File: config.mk
export PLATFORM = sky130hd
export DESIGN_NAME = nearest_seed_tagger
export DESIGN_NICKNAME = d
export VERILOG_FILES = /design/src/hw/rtl/nst_pkg.sv /design/src/hw/rtl/nst_ram.sv /design/src/hw/rtl/nst_dist_unit.sv /design/src/hw/rtl/nst_min_tracker.sv /design/src/hw/rtl/nearest_seed_tagger.sv
export SDC_FILE = /design/constraint.sdc
export NUM_CORES = 2
export LEC_CHECK = 0
export ABC_AREA = 1
export BUFFER_PORTS_ARGS = -buffer_cell sky130_fd_sc_hd__clkbuf_2
export CAP_MARGIN = 20
export CORE_ASPECT_RATIO = 1.4
export CORE_UTILIZATION = 35
export CTS_CLUSTER_DIAMETER = 60
export DETAILED_ROUTE_END_ITERATION = 10
export PLACE_DENSITY = 0.54
export SLEW_MARGIN = 10
export SYNTH_ARGS = -nofsm -noshare
export SYNTH_HDL_FRONTEND = slang
export SYNTH_HIERARCHICAL = 1
export SYNTH_SLANG_ARGS = --single-unit
File: constraint.sdc
create_clock -name clk_i -period 10.71 [get_ports clk_i]
set_input_delay 0.5355 -clock clk_i [delete_from_list [all_inputs] [get_ports clk_i]]
set_output_delay 0.5355 -clock clk_i [all_outputs]
set_load 0.1 [all_outputs]
File: src/hw/rtl/nst_pkg.sv
// shared constants and types of the nearest seed tagger
package nst_pkg;

  localparam int DEFAULT_MAX_SEEDS  = 64;
  localparam int DEFAULT_COORD_BITS = 16;

  localparam int CFG_ADDR_W  = 2;
  localparam int CFG_DATA_W  = 16;
  localparam int NUM_SEEDS_W = 7;
  localparam int MIN_TAG_W   = 16;
  localparam int TAG_W       = 17;

  localparam logic OP_WRITE    = 1'b0;
  localparam logic OP_CLASSIFY = 1'b1;

  localparam logic [CFG_ADDR_W-1:0] REG_NUM_SEEDS = 2'd0;
  localparam logic [CFG_ADDR_W-1:0] REG_MIN_TAG   = 2'd1;

  localparam logic [NUM_SEEDS_W-1:0] NUM_SEEDS_RESET = 7'd1;

  // control from the sequencer to the minimum tracker
  typedef struct packed {
    logic clear;
    logic valid;
  } nst_ctl_t;

endpackage

File: src/hw/rtl/nst_ram.sv
// generic single write port ram with registered read
module nst_ram #(
  parameter int WIDTH = 48,
  parameter int DEPTH = 64
) (
  input  logic                     clk_i,
  input  logic                     we_i,
  input  logic [$clog2(DEPTH)-1:0] waddr_i,
  input  logic [WIDTH-1:0]         wdata_i,
  input  logic                     re_i,
  input  logic [$clog2(DEPTH)-1:0] raddr_i,
  output logic [WIDTH-1:0]         rdata_o
);

  logic [WIDTH-1:0] mem_q [DEPTH];
  logic [WIDTH-1:0] rdata_q;

  always_ff @(posedge clk_i) begin
    if (we_i) begin
      mem_q[waddr_i] <= wdata_i;
    end
    if (re_i) begin
      rdata_q <= mem_q[raddr_i];
    end
  end

  assign rdata_o = rdata_q;

endmodule

File: src/hw/rtl/nst_dist_unit.sv
// pipelined squared distance unit, one seed per cycle
module nst_dist_unit #(
  parameter int COORD_BITS = nst_pkg::DEFAULT_COORD_BITS
) (
  input  logic                      clk_i,
  input  logic                      rst_ni,
  input  logic                      valid_i,
  input  logic [3*COORD_BITS-1:0]   seed_i,
  input  logic [3*COORD_BITS-1:0]   pos_i,
  output logic                      sq_valid_o,
  output logic [3*2*COORD_BITS-1:0] sq_o,
  output logic                      busy_o
);

  localparam int SQ_W = 2 * COORD_BITS;

  logic signed [COORD_BITS-1:0] pc [3];
  logic signed [COORD_BITS-1:0] sc [3];
  logic signed [COORD_BITS:0]   diff [3];
  logic [COORD_BITS-1:0]        absd_d [3];
  logic [COORD_BITS-1:0]        absd_q [3];
  logic [SQ_W-1:0]              sq_q [3];
  logic                         absd_valid_q;
  logic                         sq_valid_q;

  always_comb begin
    for (int c = 0; c < 3; c++) begin
      pc[c]     = signed'(pos_i[c*COORD_BITS +: COORD_BITS]);
      sc[c]     = signed'(seed_i[c*COORD_BITS +: COORD_BITS]);
      diff[c]   = {pc[c][COORD_BITS-1], pc[c]} - {sc[c][COORD_BITS-1], sc[c]};
      absd_d[c] = diff[c][COORD_BITS] ? COORD_BITS'(-diff[c]) : COORD_BITS'(diff[c]);
    end
  end

  always_ff @(posedge clk_i or negedge rst_ni) begin
    if (!rst_ni) begin
      absd_valid_q <= 1'b0;
      sq_valid_q   <= 1'b0;
    end else begin
      absd_valid_q <= valid_i;
      sq_valid_q   <= absd_valid_q;
    end
  end

  always_ff @(posedge clk_i) begin
    for (int c = 0; c < 3; c++) begin
      absd_q[c] <= absd_d[c];
      sq_q[c]   <= SQ_W'(absd_q[c]) * SQ_W'(absd_q[c]);
    end
  end

  always_comb begin
    for (int c = 0; c < 3; c++) begin
      sq_o[c*SQ_W +: SQ_W] = sq_q[c];
    end
  end

  assign sq_valid_o = sq_valid_q;
  assign busy_o     = absd_valid_q | sq_valid_q;

endmodule

File: src/hw/rtl/nst_min_tracker.sv
// running minimum of the squared distances, lower index wins ties
module nst_min_tracker #(
  parameter int MAX_SEEDS  = nst_pkg::DEFAULT_MAX_SEEDS,
  parameter int COORD_BITS = nst_pkg::DEFAULT_COORD_BITS
) (
  input  logic                         clk_i,
  input  logic                         rst_ni,
  input  nst_pkg::nst_ctl_t            ctl_i,
  input  logic [3*2*COORD_BITS-1:0]    sq_i,
  output logic [$clog2(MAX_SEEDS)-1:0] best_idx_o,
  output logic [2*COORD_BITS+1:0]      best_dist_o
);

  localparam int IDX_W  = $clog2(MAX_SEEDS);
  localparam int SQ_W   = 2 * COORD_BITS;
  localparam int DIST_W = 2 * COORD_BITS + 2;

  logic [DIST_W-1:0] sum;
  logic              take;
  logic              have_best_q;
  logic [IDX_W-1:0]  idx_cnt_q;
  logic [IDX_W-1:0]  best_idx_q;
  logic [DIST_W-1:0] best_dist_q;

  assign sum  = DIST_W'(sq_i[0 +: SQ_W]) + DIST_W'(sq_i[SQ_W +: SQ_W])
              + DIST_W'(sq_i[2*SQ_W +: SQ_W]);
  assign take = ctl_i.valid && (!have_best_q || (sum < best_dist_q));

  always_ff @(posedge clk_i or negedge rst_ni) begin
    if (!rst_ni) begin
      have_best_q <= 1'b0;
      idx_cnt_q   <= '0;
    end else if (ctl_i.clear) begin
      have_best_q <= 1'b0;
      idx_cnt_q   <= '0;
    end else if (ctl_i.valid) begin
      have_best_q <= 1'b1;
      idx_cnt_q   <= idx_cnt_q + 1'b1;
    end
  end

  always_ff @(posedge clk_i) begin
    if (take) begin
      best_idx_q  <= idx_cnt_q;
      best_dist_q <= sum;
    end
  end

  assign best_idx_o  = best_idx_q;
  assign best_dist_o = best_dist_q;

endmodule

File: src/hw/rtl/nearest_seed_tagger.sv
// top level of the nearest seed tagger
// usage:
//   cfg channel: cfg_valid_i/cfg_ready_o with cfg_index_i and cfg_data_i;
//   index 0 sets num_seeds, index 1 sets min_tag, others are ignored;
//   write it only while the block is idle
//   input channel: in_valid_i/in_stall_o; op 0 stores a seed word and
//   returns nothing, op 1 classifies a particle position
//   a classification reads one seed per cycle from the seed ram and runs
//   it through the distance pipeline; num_seeds is clamped to 1..MAX_SEEDS;
//   the input stalls until its word is loaded into the output register
//   output channel: out_valid_o/out_stall_i; one word per classification,
//   held in an output register; a new item is taken while it waits, and a
//   finished search waits for the register to free up
//   reset clears control state and sets num_seeds to 1 and min_tag to 0;
//   seed entries hold nothing defined until written
module nearest_seed_tagger #(
  parameter int MAX_SEEDS  = nst_pkg::DEFAULT_MAX_SEEDS,
  parameter int COORD_BITS = nst_pkg::DEFAULT_COORD_BITS
) (
  input  logic                               clk_i,
  input  logic                               rst_ni,
  input  logic                               cfg_valid_i,
  output logic                               cfg_ready_o,
  input  logic [nst_pkg::CFG_ADDR_W-1:0]     cfg_index_i,
  input  logic [nst_pkg::CFG_DATA_W-1:0]     cfg_data_i,
  input  logic                               in_valid_i,
  output logic                               in_stall_o,
  input  logic                               op_i,
  input  logic [$clog2(MAX_SEEDS)-1:0]       seed_index_i,
  input  logic signed [COORD_BITS-1:0]       pos_x_i,
  input  logic signed [COORD_BITS-1:0]       pos_y_i,
  input  logic signed [COORD_BITS-1:0]       pos_z_i,
  output logic                               out_valid_o,
  input  logic                               out_stall_i,
  output logic [$clog2(MAX_SEEDS)-1:0]       nearest_index_o,
  output logic [nst_pkg::TAG_W-1:0]          grain_tag_o,
  output logic [2*COORD_BITS+1:0]            nearest_dist_sq_o
);

  localparam int IDX_W  = $clog2(MAX_SEEDS);
  localparam int CNT_W  = $clog2(MAX_SEEDS + 1);
  localparam int SEED_W = 3 * COORD_BITS;
  localparam int SQ_W   = 2 * COORD_BITS;
  localparam int DIST_W = 2 * COORD_BITS + 2;

  typedef enum logic [2:0] {
    ST_IDLE  = 3'b001,
    ST_RUN   = 3'b010,
    ST_DRAIN = 3'b100
  } nst_state_e;

  nst_state_e state_q, state_d;

  logic [nst_pkg::NUM_SEEDS_W-1:0] num_seeds_q;
  logic [nst_pkg::MIN_TAG_W-1:0]   min_tag_q;
  logic [CNT_W-1:0]                issue_cnt_q, issue_cnt_d;
  logic [CNT_W-1:0]                count_q, count_d;
  logic [CNT_W-1:0]                count_clamped;
  logic [SEED_W-1:0]               pos_q, pos_d;
  logic                            rd_valid_q;
  logic                            rd_en;
  logic                            in_accept;
  logic                            start;
  logic                            seed_we;
  logic                            drained;
  logic                            out_load;
  logic                            out_valid_q;
  logic [IDX_W-1:0]                out_index_q;
  logic [nst_pkg::TAG_W-1:0]       out_tag_q;
  logic [DIST_W-1:0]               out_dist_q;
  logic [SEED_W-1:0]               seed_rdata;
  logic                            sq_valid;
  logic [3*SQ_W-1:0]               sq;
  logic                            dist_busy;
  nst_pkg::nst_ctl_t               trk_ctl;
  logic [IDX_W-1:0]                best_idx;
  logic [DIST_W-1:0]               best_dist;

  assign cfg_ready_o = 1'b1;
  assign in_stall_o  = (state_q != ST_IDLE);
  assign in_accept   = in_valid_i && !in_stall_o;
  assign start       = in_accept && (op_i == nst_pkg::OP_CLASSIFY);
  assign seed_we     = in_accept && (op_i == nst_pkg::OP_WRITE)
                     && (32'(seed_index_i) < MAX_SEEDS);
  assign drained     = !rd_valid_q && !dist_busy && !sq_valid;

  // seed count of zero means one, large counts stop at the table size
  always_comb begin
    if (num_seeds_q == '0) begin
      count_clamped = CNT_W'(1);
    end else if (32'(num_seeds_q) > MAX_SEEDS) begin
      count_clamped = CNT_W'(MAX_SEEDS);
    end else begin
      count_clamped = CNT_W'(num_seeds_q);
    end
  end

  always_comb begin
    state_d     = state_q;
    issue_cnt_d = issue_cnt_q;
    count_d     = count_q;
    pos_d       = pos_q;
    rd_en       = 1'b0;
    out_load    = 1'b0;
    case (state_q)
      ST_IDLE: begin
        if (start) begin
          pos_d       = {pos_z_i, pos_y_i, pos_x_i};
          count_d     = count_clamped;
          issue_cnt_d = '0;
          state_d     = ST_RUN;
        end
      end
      ST_RUN: begin
        rd_en       = 1'b1;
        issue_cnt_d = issue_cnt_q + 1'b1;
        if (issue_cnt_q == (count_q - CNT_W'(1))) begin
          state_d = ST_DRAIN;
        end
      end
      ST_DRAIN: begin
        if (drained && (!out_valid_q || !out_stall_i)) begin
          out_load = 1'b1;
          state_d  = ST_IDLE;
        end
      end
      default: begin
        state_d = ST_IDLE;
      end
    endcase
  end

  always_ff @(posedge clk_i or negedge rst_ni) begin
    if (!rst_ni) begin
      state_q     <= ST_IDLE;
      issue_cnt_q <= '0;
      count_q     <= CNT_W'(1);
      rd_valid_q  <= 1'b0;
      out_valid_q <= 1'b0;
      num_seeds_q <= nst_pkg::NUM_SEEDS_RESET;
      min_tag_q   <= '0;
    end else begin
      state_q     <= state_d;
      issue_cnt_q <= issue_cnt_d;
      count_q     <= count_d;
      rd_valid_q  <= rd_en;
      if (out_load) begin
        out_valid_q <= 1'b1;
      end else if (!out_stall_i) begin
        out_valid_q <= 1'b0;
      end
      if (cfg_valid_i && cfg_ready_o) begin
        case (cfg_index_i)
          nst_pkg::REG_NUM_SEEDS: num_seeds_q <= nst_pkg::NUM_SEEDS_W'(cfg_data_i);
          nst_pkg::REG_MIN_TAG:   min_tag_q   <= nst_pkg::MIN_TAG_W'(cfg_data_i);
          default: ;
        endcase
      end
    end
  end

  always_ff @(posedge clk_i) begin
    pos_q <= pos_d;
    if (out_load) begin
      out_index_q <= best_idx;
      out_tag_q   <= nst_pkg::TAG_W'(min_tag_q) + nst_pkg::TAG_W'(best_idx);
      out_dist_q  <= best_dist;
    end
  end

  nst_ram #(
    .WIDTH (SEED_W),
    .DEPTH (MAX_SEEDS)
  ) u_seed_ram (
    .clk_i   (clk_i),
    .we_i    (seed_we),
    .waddr_i (seed_index_i),
    .wdata_i ({pos_z_i, pos_y_i, pos_x_i}),
    .re_i    (rd_en),
    .raddr_i (issue_cnt_q[IDX_W-1:0]),
    .rdata_o (seed_rdata)
  );

  nst_dist_unit #(
    .COORD_BITS (COORD_BITS)
  ) u_dist_unit (
    .clk_i      (clk_i),
    .rst_ni     (rst_ni),
    .valid_i    (rd_valid_q),
    .seed_i     (seed_rdata),
    .pos_i      (pos_q),
    .sq_valid_o (sq_valid),
    .sq_o       (sq),
    .busy_o     (dist_busy)
  );

  assign trk_ctl.clear = start;
  assign trk_ctl.valid = sq_valid;

  nst_min_tracker #(
    .MAX_SEEDS  (MAX_SEEDS),
    .COORD_BITS (COORD_BITS)
  ) u_min_tracker (
    .clk_i       (clk_i),
    .rst_ni      (rst_ni),
    .ctl_i       (trk_ctl),
    .sq_i        (sq),
    .best_idx_o  (best_idx),
    .best_dist_o (best_dist)
  );

  assign out_valid_o       = out_valid_q;
  assign nearest_index_o   = out_index_q;
  assign grain_tag_o       = out_tag_q;
  assign nearest_dist_sq_o = out_dist_q;

endmodule

==> metrics.txt <==
combinational family with the most area after synthesis simple AND/OR/NAND/NOR gates; final standard cell count with taps included and fillers excluded 21275; post-CTS setup-driven buffer insertion count 0; worst setup path endpoint u_dist_unit/sq_q[0][61]; fraction of the mapped netlist area in compound gates 0.0137; Area growth syn-to-layout 10.9%; Period minus WS final around 6 ns; post-synthesis area per instance 11.1 sq um; mux share of post-synthesis cell area 0.000274; total global-route track usage 0.207; number of I/O pins 138; Layout fillers 45011; count of yosys warnings during synthesis 6; leakage 71.1 nW; standard-cell rows a little under 300; number of distinct library cell variants in the gate-level netlist after synthesis 64; Worst setup SP type flip-flop; normalized max-slew margin 0.178; Worst EP arrival 6.80 ns; vias after detailed routing 110146; source-to-sink clock delay at the later pin of the worst-skew pair 1.00 ns; Final ANT Viol Nets 0; critical path's slowest cell dfxtp_1; dpl cells slightly above 20000; largest clock skew in the final design 0.0818 ns; detailed router's first-iteration violation count ~9500; footprint of the multi-input gates between 50000 and 60000 sq um; final-report max-slew violation count 0; clock buffer depth 4; number of levels the H-tree was split into 5; Top FF cell, synth edfxtp_1; mean routed wirelength per cell around 24 microns; final setup violating endpoints 0; register-to-register path setup slack 4.74 ns; area fraction in and, or, nand and nor cells after synthesis 0.204; ordered list of cells on the worst path nand2_1 > fa_1 > fa_1 > inv_1 > fa_1 > fa_1 > fa_1 > inv_1 > fa_1 > inv_1 > ha_1 > a21oi_1 > o21ai_0 > inv_1 > nand2_1 > a21oi_1 > nor2_1 > nor2_1 > o21ai_0 > xor2_1; final global-route overflow total 0; Worst Path Max Fanout 19; die extent in y a little over 800 microns; combined area of all synthesized cells between 150000 and 200000 sq um; Crit path largest cell delay 0.90 ns; largest net degree at the start of global routing roughly 190; crit-path leading delay family adder cells; buffer type at the clock tree root clkbuf_16; hold path startpoint pos_y_i[7]; count of final hold-check violations 0; WP buf/inv 4; total wire length 500000 microns; area inside the core boundary 467000 sq um; effective utilization at floorplan 0.352; Worst Path Class, Setup flip-flop to flip-flop; DP Wirelength 292000 microns; Sink Count 3457; number of stages on the worst setup path 20; transition time at the pin with the least slew margin 1.23 ns; wire length of the first global-routing pass 729000 microns; drt via density between 5 and 6; clock tree from TritonCTS built; Worst path most repeated cell fa_1; DRC errors left 0; asr flop ratio synth 0.0148; number of buffers added by the clock tree synthesis step 349; register cell area after layout 102000 sq um; unrepaired setup endpoints after global routing no; achievable clock frequency 0.167 GHz; Gate Count Post-Synth 14879; share of the synthesized netlist area taken by xor and xnor gates 0.0105; number of iterations in the first detailed-routing pass 6; number of nets in the final layout 15903; via count of the first global-routing pass 107800; floorplan die area 473000 sq um; x dimension of the die 581 microns; register area share after synthesis 0.621; required arrival time at the worst endpoint 11.54 ns; pwr/cell area roughly 150 nW/um^2; quantity of I/O buffers inserted on ports 136; class of the tightest hold or removal check input pin to flip-flop; clock transition at the register clock pins on the worst setup and hold paths after CTS 0.06 ns; fraction of the cycle the final worst path needs 0.558; antenna violations before repair 27; reg2reg end u_dist_unit/sq_q[0][61]; RR Startpoint u_dist_unit/absd_q[0][29]; timing startpoint of the critical path u_dist_unit/absd_q[0][29]; worst r2r path cells 20; placer congestion estimate 0.860; Max IR drop VDD 0.000132 V; result of the run completed; number of enable flip-flop cells after synthesis 3265; share of cells above drive strength 1 0.0663; TNS Setup 0 ns; Yosys reg bits roughly 3500; Critical Path Sink Type flip-flop; number of max-capacitance violations reported 0; adder and majority cell fraction of the synthesized area 0.0963
-- metal layers --
layer	track usage	share of wire
met1	0.259	0.40
met2	0.371	0.51
met3	0.0222	0.054
met4	0.0731	0.037
met5	0	0.00017
-- through the flow --
stage,power (mW),util,area [sq um],hold WS [ns],worst slack (ns)
after global routing,27.6,0.390,182000,0.0592,4.33
after detailed placement,15.4,0.367,171000,0.354,4.71
after CTS,27.1,0.390,182000,0.0111,4.68
final,26.8,0.390,182000,0.0773,4.74
after floorplan,15.1,-,165000,0.240,3.56
after global placement,15.4,0.367,171000,0.352,4.67
-- flip-flops by register name (all words and copies together), names as in the netlist, 6 cells and up --
name,count
pos_q,48
grain_tag_o,17
u_seed_ram/mem_q,3072
u_min_tracker/best_dist_o,34
u_seed_ram/rdata_o,48
nearest_index_o,6
u_dist_unit/sq_q,93
nearest_dist_sq_o,34
num_seeds_q,7
count_q,7
u_min_tracker/best_idx_o,6
min_tag_q,16
u_min_tracker/idx_cnt_q,6
issue_cnt_q,7
u_dist_unit/absd_q,48
-- logic make-up after synthesis --
group,Yosys count
muxes,4
buffers and inverters,2009
xor gates and xnor gates,193
and+or+nand+nor,7859
other,2
adders and majority gates,952
AOI/OAI and AO/OA,403
DFF,3457
-- area by class of cell --
class / count / area share
well taps: 6129 / 0.0421
flip-flops and latches: 3457 / 0.560
multi-input cells: 9415 / 0.296
repair buffers: 418 / 0.0172
inverters: 1232 / 0.0256
clock buffers: 439 / 0.0507
diodes: 9 / 0.000123
clock inverters: 176 / 0.00801
-- layout by cell type (no fill, tap or decap), types with 8 or more instances in the layout --
cell type,count
nand2_1,4405
edfxtp_1,3265
nand3_1,3003
inv_1,1220
fa_1,523
ha_1,429
clkbuf_16,354
nor2_1,247
buf_4,240
a21oi_1,196
dfxtp_1,141
clkbuf_2,134
xor2_1,130
o21ai_0,111
clkinv_1,80
clkbuf_1,79
xnor2_1,60
nor2_4,57
clkinv_2,42
dfrtp_1,42
nand4_1,38
nor3_1,36
buf_12,23
nand2_2,21
dlygate4sd3_1,19
o21bai_1,17
a21o_1,16
a31oi_1,16
nand3b_1,11
inv_6,11
clkinvlp_4,10
bufinv_16,10
diode_2,9
or2_2,9
nor4_2,8
-- synth_stat cells (17+ instances only) --
library cell / n / area, sq um
nand2_1: 4405 / 16500
dfxtp_1: 141 / 2820
buf_6: 70 / 788
edfxtp_1: 3265 / 98000
buf_2: 370 / 1850
nand4_1: 38 / 238
dfrtp_1: 48 / 1200
o21ai_0: 111 / 556
nor2_1: 304 / 1140
o21bai_1: 17 / 128
nor3_1: 37 / 185
xor2_1: 130 / 1140
ha_1: 429 / 5370
clkbuf_1: 208 / 781
nand3_1: 3003 / 15000
buf_1: 59 / 221
buf_4: 63 / 473
a21oi_1: 197 / 986
fa_1: 523 / 10500
inv_1: 1223 / 4590
xnor2_1: 60 / 526
nand2_2: 21 / 131
-- worst min path at each step --
stage / endpoint / slack (ns) / cells past startpoint
after floorplan: count_q[1] / 0.24 / 0
after global placement: u_dist_unit/sq_valid_o / 0.35 / 0
after detailed placement: u_dist_unit/sq_valid_o / 0.35 / 0
after CTS: state_q[1] / 0.01 / 3
after global routing: state_q[1] / 0.06 / 3
final: u_seed_ram/mem_q[58][23] / 0.08 / 1
-- what timing repair did --
item / 4_1_cts / 5_1_grt
gates resized for setup: 0 / 0
endpoints found under the hold margin: 73 / 1
hold buffers: 18 / 1
endpoints found under the setup margin: 0 / 0
-- power breakdown --
| part | switching (mW) | total, mW | leakage, nW | internal (mW) |
|---|---|---|---|---|
| Sequential | 0.0150 | 14.8 | 31.2 | 14.8 |
| Clock | 5.33 | 11.7 | 5.18 | 6.39 |
| Combinational | 0.260 | 0.317 | 34.7 | 0.0572 |
| Total | 5.61 | 26.8 | 71.1 | 21.2 |
Power figures use the tool's default switching activity.
